[src/asfd_pkg.sv]
// Shared constants and types for the addressed status frame deframer.
package asfd_pkg;

  localparam int MAX_FRAME_BYTES_DEF = 13;

  localparam logic [7:0] START_BYTE   = 8'h21;
  localparam logic [7:0] END_BYTE     = 8'h3B;
  localparam logic [7:0] STATUS_KIND  = 8'hC0;

  // Frame positions of interest
  localparam int POS_STATION   = 1;
  localparam int POS_PHONE     = 2;
  localparam int POS_BOAT_HI   = 3;
  localparam int POS_BOAT_LO   = 4;
  localparam int POS_KIND      = 5;
  localparam int POS_WHEEL     = 6;
  localparam int POS_GEAR      = 7;
  localparam int POS_STATUS    = 8;
  localparam int POS_END       = 9;

  // Configuration register indexes
  localparam int CFG_IDX_W = 1;
  localparam logic [CFG_IDX_W-1:0] REG_STATION_ADDRESS = 1'd0;
  localparam logic [CFG_IDX_W-1:0] REG_PHONE_ADDRESS   = 1'd1;

  typedef struct packed {
    logic [7:0] station_address;
    logic [7:0] phone_address;
  } addr_cfg_t;

  typedef struct packed {
    logic [7:0] boat_address_high;
    logic [7:0] boat_address_low;
    logic [7:0] wheel_status;
    logic [7:0] gear_status;
    logic [7:0] boat_status;
  } frame_result_t;

endpackage

[src/asfd_frame.sv]
// Frame tracker: position counter, length flag, held frame bytes and close check.
module asfd_frame #(
  parameter int MAX_FRAME_BYTES = asfd_pkg::MAX_FRAME_BYTES_DEF
) (
  input  logic                    clk,
  input  logic                    rst_n,
  input  logic                    step,
  input  logic [7:0]              rx_byte,
  input  asfd_pkg::addr_cfg_t     cfg,
  output logic                    hit,
  output asfd_pkg::frame_result_t result
);

  localparam int POS_W = $clog2(MAX_FRAME_BYTES + 1);
  localparam logic [POS_W-1:0] POS_LIMIT = POS_W'(MAX_FRAME_BYTES);

  logic             receiving_r, receiving_nxt;
  logic             len_known_r, len_known_nxt;
  logic [POS_W-1:0] pos_r, pos_nxt;
  logic [POS_W-1:0] pos_inc;
  logic [7:0]       b1_r, b2_r, b3_r, b4_r, b6_r, b7_r, b8_r;
  logic             is_start, is_close;

  assign pos_inc  = pos_r + POS_W'(1);
  assign is_start = (rx_byte == asfd_pkg::START_BYTE) && !receiving_r;
  assign is_close = (rx_byte == asfd_pkg::END_BYTE) && receiving_r && len_known_r &&
                    (pos_r == POS_W'(asfd_pkg::POS_END));

  // Byte zero and the kind byte are fixed once the length is known.
  assign hit = is_close && (b1_r == cfg.station_address) && (b2_r == cfg.phone_address);

  assign result.boat_address_high = b3_r;
  assign result.boat_address_low  = b4_r;
  assign result.wheel_status      = b6_r;
  assign result.gear_status       = b7_r;
  assign result.boat_status       = b8_r;

  always_comb begin
    receiving_nxt = receiving_r;
    len_known_nxt = len_known_r;
    pos_nxt       = pos_r;
    if (is_start) begin
      receiving_nxt = 1'b1;
      len_known_nxt = 1'b0;
      pos_nxt       = POS_W'(1);
    end else if (is_close) begin
      receiving_nxt = 1'b0;
      len_known_nxt = 1'b0;
      pos_nxt       = '0;
    end else if (receiving_r) begin
      pos_nxt = pos_inc;
      if (pos_r == POS_W'(asfd_pkg::POS_KIND) && rx_byte == asfd_pkg::STATUS_KIND) begin
        len_known_nxt = 1'b1;
      end
      if ((pos_r == POS_W'(asfd_pkg::POS_STATION) && rx_byte != cfg.station_address) ||
          (pos_inc >= POS_LIMIT)) begin
        receiving_nxt = 1'b0;
        len_known_nxt = 1'b0;
        pos_nxt       = '0;
      end
    end
  end

  always_ff @(posedge clk) begin
    if (!rst_n) begin
      receiving_r <= 1'b0;
      len_known_r <= 1'b0;
      pos_r       <= '0;
    end else if (step) begin
      receiving_r <= receiving_nxt;
      len_known_r <= len_known_nxt;
      pos_r       <= pos_nxt;
    end
  end

  // Hold frame bytes; they are always rewritten before a close can read them.
  always_ff @(posedge clk) begin
    if (step && receiving_r && !is_close) begin
      case (pos_r)
        POS_W'(asfd_pkg::POS_STATION): b1_r <= rx_byte;
        POS_W'(asfd_pkg::POS_PHONE):   b2_r <= rx_byte;
        POS_W'(asfd_pkg::POS_BOAT_HI): b3_r <= rx_byte;
        POS_W'(asfd_pkg::POS_BOAT_LO): b4_r <= rx_byte;
        POS_W'(asfd_pkg::POS_WHEEL):   b6_r <= rx_byte;
        POS_W'(asfd_pkg::POS_GEAR):    b7_r <= rx_byte;
        POS_W'(asfd_pkg::POS_STATUS):  b8_r <= rx_byte;
        default: ;
      endcase
    end
  end

endmodule

[src/asfd_outreg.sv]
// Result holding register with valid/ready towards the consumer.
module asfd_outreg (
  input  logic                    clk,
  input  logic                    rst_n,
  input  logic                    load,
  input  asfd_pkg::frame_result_t load_data,
  input  logic                    out_ready,
  output logic                    out_valid,
  output asfd_pkg::frame_result_t out_data
);

  logic                    valid_r, valid_nxt;
  asfd_pkg::frame_result_t data_r;

  always_comb begin
    valid_nxt = valid_r;
    if (load) begin
      valid_nxt = 1'b1;
    end else if (out_ready) begin
      valid_nxt = 1'b0;
    end
  end

  always_ff @(posedge clk) begin
    if (!rst_n) begin
      valid_r <= 1'b0;
    end else begin
      valid_r <= valid_nxt;
    end
  end

  always_ff @(posedge clk) begin
    if (load) begin
      data_r <= load_data;
    end
  end

  assign out_valid = valid_r;
  assign out_data  = data_r;

endmodule

[src/addressed_status_frame_deframer.sv]
// Top level of the addressed status frame deframer: input stage, config, tracker, result.
//
//  channel | direction | beat carries                          | handshake
//  --------+-----------+---------------------------------------+-------------------
//  in_     | in        | rx_byte                               | in_valid/in_ready
//  out_    | out       | boat address hi/lo, wheel, gear, boat | out_valid/out_ready
//  cfg_    | in        | cfg_index, cfg_data                   | cfg_valid/cfg_ready
//
// A byte beat lands in the input register and is judged by the frame tracker when it
// advances out of that register; if it closes a matching frame the result is loaded into the
// output register as the byte advances, so out_valid rises after the input register; one
// byte is taken per cycle while the consumer does not stall.
// The input register advances whenever the output register is empty or being taken;
// a stalled consumer holds the input stage and so the input channel.
// Reset (synchronous, rst_n low) returns the tracker to idle and clears both
// address registers; configuration writes are taken in every cycle.
module addressed_status_frame_deframer #(
  parameter int MAX_FRAME_BYTES = asfd_pkg::MAX_FRAME_BYTES_DEF
) (
  input  logic                           clk,
  input  logic                           rst_n,
  // byte input
  input  logic                           in_valid,
  output logic                           in_ready,
  input  logic [7:0]                     in_rx_byte,
  // result output
  output logic                           out_valid,
  input  logic                           out_ready,
  output logic [7:0]                     out_boat_address_high,
  output logic [7:0]                     out_boat_address_low,
  output logic [7:0]                     out_wheel_status,
  output logic [7:0]                     out_gear_status,
  output logic [7:0]                     out_boat_status,
  // configuration writes
  input  logic                           cfg_valid,
  output logic                           cfg_ready,
  input  logic [asfd_pkg::CFG_IDX_W-1:0] cfg_index,
  input  logic [7:0]                     cfg_data
);

  logic                    in_valid_r, in_valid_nxt;
  logic [7:0]              in_byte_r;
  logic                    advance;
  logic                    hit;
  asfd_pkg::addr_cfg_t     cfg_r;
  asfd_pkg::frame_result_t result;
  asfd_pkg::frame_result_t out_data;

  // Advance the held byte only when the result register can take a beat.
  assign advance  = in_valid_r && (!out_valid || out_ready);
  assign in_ready = !in_valid_r || advance;

  always_comb begin
    in_valid_nxt = in_valid_r;
    if (in_valid && in_ready) begin
      in_valid_nxt = 1'b1;
    end else if (advance) begin
      in_valid_nxt = 1'b0;
    end
  end

  always_ff @(posedge clk) begin
    if (!rst_n) begin
      in_valid_r <= 1'b0;
    end else begin
      in_valid_r <= in_valid_nxt;
    end
  end

  always_ff @(posedge clk) begin
    if (in_valid && in_ready) begin
      in_byte_r <= in_rx_byte;
    end
  end

  // Address registers: always ready, written on the index given.
  assign cfg_ready = 1'b1;

  always_ff @(posedge clk) begin
    if (!rst_n) begin
      cfg_r <= '0;
    end else if (cfg_valid) begin
      case (cfg_index)
        asfd_pkg::REG_STATION_ADDRESS: cfg_r.station_address <= cfg_data;
        asfd_pkg::REG_PHONE_ADDRESS:   cfg_r.phone_address   <= cfg_data;
        default: ;
      endcase
    end
  end

  asfd_frame #(
    .MAX_FRAME_BYTES(MAX_FRAME_BYTES)
  ) u_frame (
    .clk     (clk),
    .rst_n   (rst_n),
    .step    (advance),
    .rx_byte (in_byte_r),
    .cfg     (cfg_r),
    .hit     (hit),
    .result  (result)
  );

  asfd_outreg u_outreg (
    .clk       (clk),
    .rst_n     (rst_n),
    .load      (advance && hit),
    .load_data (result),
    .out_ready (out_ready),
    .out_valid (out_valid),
    .out_data  (out_data)
  );

  assign out_boat_address_high = out_data.boat_address_high;
  assign out_boat_address_low  = out_data.boat_address_low;
  assign out_wheel_status      = out_data.wheel_status;
  assign out_gear_status       = out_data.gear_status;
  assign out_boat_status       = out_data.boat_status;

endmodule

[config.mk]
export PLATFORM = sky130hd
export DESIGN_NAME = addressed_status_frame_deframer
export DESIGN_NICKNAME = d
export VERILOG_FILES = /design/src/asfd_pkg.sv /design/src/asfd_frame.sv /design/src/asfd_outreg.sv /design/src/addressed_status_frame_deframer.sv
export SDC_FILE = /design/constraint.sdc
export NUM_CORES = 1
export LEC_CHECK = 0
export BUFFER_PORTS_ARGS = -buffer_cell sky130_fd_sc_hd__buf_4
export CORE_MARGIN = 2
export CORE_UTILIZATION = 55
export CTS_CLUSTER_SIZE = 16
export DETAILED_ROUTE_END_ITERATION = 7
export PLACE_DENSITY = 0.84
export SLEW_MARGIN = 10
export SYNTH_ARGS = -nofsm -noshare
export SYNTH_HDL_FRONTEND = slang
export SYNTH_HIERARCHICAL = 1
export SYNTH_SLANG_ARGS = --single-unit
[constraint.sdc]
create_clock -name clk -period 3.1 [get_ports clk]
set_input_delay 0.775 -clock clk [delete_from_list [all_inputs] [get_ports clk]]
set_output_delay 0.775 -clock clk [all_outputs]
set_load 0.02 [all_outputs]
# After elaboration in Yosys (flattened, before gate mapping)
# Cells that the tools add are included.
# totals
register_bits,128
latchBits,0
ram_bits,0
romBits,0
input_bits,22
output_inout_bits,43
word_cells,90
mem_count,0
# classes
add_sub_neg,1
multipliers,0
div_mod_pow,0
order_cmp,1
n_eq_ne,15
shift,0
n_mux,17
bitwise_logic,1
n_reduce_logical,35
# op_table
cell,n
$reduce_and A2 Y1,10
$eq A4 B3 Y1 const B,4
$eq A8 B6 Y1 const B,2
$eq A8 B8 Y1,2
$mux W4,4
$logic_and A1 B1 Y1,13
$mux W1,13
$eq A4 B2 Y1 const B,2
$eq A4 B4 Y1 const B,2
$eq A8 B8 Y1 const B,1
$ne A8 B8 Y1,1
$add A4 B1 Y4 const B,1
$eq A4 B1 Y1 const B,1
$ge A4 B4 Y1 const B,1
$logic_not A1 Y1,4
$reduce_bool A2 Y1,2
$reduce_bool A4 Y1,1
$logic_or A1 B1 Y1,3
$reduce_and A3 Y1,1
$reduce_bool A3 Y1,1
$not A1 Y1,1

# Logic depth before layout (Yosys ltp)
# logic_depth
depth_word,8
ltp_mapped,7
mapped_depth_nobuf,7

# Hierarchy
# The synthesis kept the hierarchy.
# modules_own_cells
module,n_inst,cells_each,area_each_um2,seq_area_each_um2
asfd_frame,1,151,2487.4,1801.7
asfd_outreg,1,43,1242.4,1221.2
addressed_status_frame_deframer,1,83,954.7,580.6

# Worst setup path before layout
# OpenSTA, ideal clock, no wires.
# synth_timing
path_type,register to register
start,register in_byte_r[7]
end,"register u_outreg.data_r, in the netlist u_outreg/out_data[0], enable pin"
setup_time_ns,0.402
t_arrival_ns,2.049
t_required_ns,2.698
path_slack_ns,0.649
path_stages_with_launch,5
path_buffers,0
period_less_slack_ns,2.451
path_cell_list,edfxtp_1 > and4bb_1 > nand4_2 > nor2_1 > and3_1
# synth_between
elab_chain_cells,7
# synth_lines
item,line_no,text
from (decl),addressed_status_frame_deframer.sv:42,logic [7:0] in_byte_r;
from (signal assigned),addressed_status_frame_deframer.sv:72,in_byte_r <= in_rx_byte;
$eq A8 B6 Y1,asfd_frame.sv:26,assign is_close = (rx_byte == asfd_pkg::END_BYTE) && receiving_r && len_known_r &&
$logic_and A1 B1 Y1 (3 in series),asfd_frame.sv:26,
$logic_and A1 B1 Y1 (2 in series),asfd_frame.sv:30,assign hit = is_close && (b1_r == cfg.station_address) && (b2_r == cfg.phone_address);
via hit,addressed_status_frame_deframer.sv:44,logic hit;
$logic_and A1 B1 Y1,addressed_status_frame_deframer.sv:106,".load (advance && hit),"
to (signal assigned),asfd_outreg.sv:34,data_r <= load_data;
to (decl),asfd_outreg.sv:13,asfd_pkg::frame_result_t data_r;
# The timed path passes the listed nets, and every way through them passes these cells.
# A chain may end at the register's enable or synchronous reset.

# Worst setup path after layout
# layout_timing
start,register in_byte_r[3]
end,"register u_outreg.data_r, in the netlist u_outreg/out_data[33], enable pin"
# Same word-level chain as after synthesis.

==> impl_results.md <==
* Sequential share of the synthesized area at 0.7692
* Non-Filler Instances at around 470
* Crit path DAT at 2.47 ns
* Initial antenna violation count at 0
* # nets final at 381
* Register area at 0.003603 mm^2
* Crit path largest cell delay at 0.73 ns
* P&R area growth vs syn at 24.55%
* Filler cell count in the final layout at 510
* R2R Path Start: in_byte_r[3]
* Hold_buf cts at 0
* Crit end category: flip-flop
* FMAX at 0.4312 GHz
* Cell Rows at 33
* Iter 0 DRT Violations at 155
* Fin area at approximately 0.006 mm^2
* Post_cts resized at 0
* Setup Buffers After CTS at 0
* Final hold vios at 0
* CP top delay family: simple AND/OR/NAND/NOR gates
* Via/cell ratio at 5.307
* Hold Path Origin: u_frame/b4_r[6]
* Total GRT Usage at 0.1998
* Total Wirelength at 8.244 mm
* IO buf count at between 60 and 70
* Slew margin rel. at 0.6000
* RSZ-0062 raised after global routing: no
* Setup TNS at 0 ns
* H-tree level count at 4
* CTS buffer count at 17
* Reg clk slew, reported paths at around 0.06 ns
* Hold crit path type: reg -> reg
* Pins Over Slew Limit at 0
* Gpl congestion at roughly 0.83
* Hold Path Sink: u_outreg/out_data[30]
* Die H at 96.29 um
* Grt ovf at 0
* Initial Utilization at 0.5701
* Clk sinks at 128
* Detailed-route via count at 2,510
* Commonest cells after routing, fill and taps aside: edfxtp_1 (104), buf_4 (66), nand2_1 (29)
* Reg2Reg Setup Slack at roughly 0.8 ns
* WS Path Type: reg -> reg
* Vias in the first global route at 2,487
* Placed Cells at 441
* Antenna fix cells at 0
* Drt wl/cell at 17.43 um
* HPWL after DPL at 5.229 mm
* Largest fanout on the critical path at 40
* Cells on worst reg2reg path at 5
* Startpoint Class: flip-flop
* Syn nets at 303
* Worst skew pair latency at ~0.52 ns
* I/O pin count at 65
* Leak at approximately 2.2 nW
* Clk_skew at 0.01055 ns
* Width of the die at 96.29 um
* CP bufs+invs at 1
* DRC Markers at 0
* Most common cell after layout, fill and taps aside: edfxtp_1
* Slowest stage cell, crit path: edfxtp_1
* Hold slack at 0.4185 ns
* First-pass GRT wire length at 13.01 mm
* Yosys cell types at 45
* Syn avg cell area at 16.91 um^2
* Die footprint at approximately 0.009 mm^2
* Final min period at about 2.3 ns
* TritonCTS clock tree: yes
* Syn Inst Count at 277
* Status: completed
* Final ANT Viol Nets at 0
* Fraction of layout cells with a size suffix above 1 at 0.2989
* YS warnings at 6
* Worst-Margin Slew at 0.6000 ns
* Max IR drop VDD at 0.0003730 V
* Hold Crit Depth at 0
* Root Driver: clkbuf_8
* Mapped Area at 0.004684 mm^2
* MaxCap Viol Count at 0
* Pwr Density at 671.4 mW/mm^2
* Clk buf depth at 2
* R2R Path End: u_outreg/out_data[33]
* Yosys reg bits at 128
* WP data required at 3.25 ns
* Final period util at 0.7481
* Final setup vio count at 0
* Crit-path cells: and4b_1 -> nand4_2 -> nor2_1 -> and3_2 -> buf_4
* Core ar. at 0.008217 mm^2
* Pin count of the biggest net entering global routing at 41
* CP Launch Point: in_byte_r[3]
* First-pass iteration count of the detailed router at 4
* Multi-input gate area at 0.001008 mm^2
* Dpl cell area at 0.005258 mm^2
==> cell families after synthesis <==
group / Yosys count / synth area share
compound gates: 16 / 0.02938
xor+xnor: 25 / 0.04674
fa+ha+maj: 4 / 0.01068
buf+inv: 12 / 0.01576
flops: 128 / 0.7692
mux: 16 / 0.03419
other cells: 1 / 0.0008005
simple gates: 75 / 0.09321
==> per-layer routing <==
layer  wire length (um)  up-vias  track usage
met5                  0        -            0
met2               3961      111       0.3056
li1                   -     1189            -
met1               3562     1202       0.2638
met3                601        8      0.05638
met4                119        0      0.09977
==> state kept, by name, indices dropped and copies added (netlist names) <==
| name | flops |
|---|---|
| u_frame/len_known_r | 1 |
| cfg_r | 16 |
| u_frame/b2_r | 8 |
| u_frame/b8_r | 8 |
| u_frame/b7_r | 8 |
| u_frame/pos_r | 4 |
| u_outreg/out_valid | 1 |
| in_valid_r | 1 |
| u_outreg/out_data | 40 |
| in_byte_r | 8 |
| u_frame/b6_r | 8 |
| u_frame/receiving_r | 1 |
| u_frame/b4_r | 8 |
| u_frame/b3_r | 8 |
| u_frame/b1_r | 8 |
==> cells in the mapped netlist <==
cell type,instances,area share
a211oi_1,1,0.0016
a21boi_0,1,0.0016
a21oi_1,2,0.0021
a221oi_1,1,0.0019
a311oi_1,1,0.0019
a31oi_1,2,0.0027
and2_1,6,0.0080
and2_4,2,0.0037
and3_1,4,0.0053
and3_2,1,0.0016
and4_1,1,0.0019
and4b_1,1,0.0021
and4bb_1,1,0.0027
buf_4,3,0.0048
buf_6,2,0.0048
clkbuf_2,2,0.0021
conb_1,1,0.00080
dfxtp_1,24,0.10
edfxtp_1,104,0.67
ha_1,4,0.011
inv_1,5,0.0040
mux2i_1,16,0.034
nand2_1,29,0.023
nand2_2,1,0.0013
nand2b_1,3,0.0040
nand3_1,3,0.0032
nand3b_1,3,0.0048
nand4_1,5,0.0067
nand4_2,1,0.0027
nand4b_1,1,0.0019
nor2_1,4,0.0032
nor2b_1,3,0.0040
nor2b_4,1,0.0029
nor4_1,4,0.0053
nor4_4,1,0.0045
o211ai_2,1,0.0027
o21a_1,1,0.0016
o21a_2,1,0.0019
o21ai_0,1,0.0011
o21ai_4,1,0.0035
o311a_2,1,0.0024
o31a_1,1,0.0019
o31ai_2,1,0.0027
xnor2_1,8,0.015
xor2_1,17,0.032
==> worst max-delay path by stage <==
stage          cells past startpoint                     to  slack (ns)
2_1_floorplan                      4   u_outreg/out_data[0]        0.65
3_3_place_gp                       6        u_frame/b7_r[5]        0.80
3_5_place_dp                       5        u_frame/b8_r[5]        0.73
4_1_cts                            5  u_outreg/out_data[33]        0.78
5_1_grt                            5  u_outreg/out_data[36]        0.67
6_report                           5  u_outreg/out_data[33]        0.78
==> metrics by stage <==
step / total power, W / setup WS (ns) / utilization
after global routing: 0.004054 / 0.6698 / 0.7101
final: 0.003917 / 0.7808 / 0.7101
after global placement: 0.002067 / 0.8024 / 0.6399
after floorplan: 0.002019 / 0.6492 / -
after CTS: 0.003956 / 0.7765 / 0.7101
after detailed placement: 0.002073 / 0.7264 / 0.6399
==> final cells by class <==
| class | instances | area share |
|---|---|---|
| Clock inverter | 15 | 0.02788 |
| Inverter | 5 | 0.003217 |
| Clock buffer | 17 | 0.07098 |
| Timing Repair Buffer | 66 | 0.08492 |
| Multi-Input combinational cell | 137 | 0.1729 |
| Sequential cell | 128 | 0.6176 |
| Tap cell | 105 | 0.02252 |
==> where the power goes <==
part | switching [W] | leakage (nW) | total (W) | internal, W
registers | 0.0000442 | 1.14 | 0.00192 | 0.00188
logic | 0.0000588 | 0.749 | 0.000116 | 0.0000574
clock network | 0.000727 | 0.270 | 0.00188 | 0.00115
total | 0.000830 | 2.16 | 0.00392 | 0.00309
(Power assumes the default switching activity.)
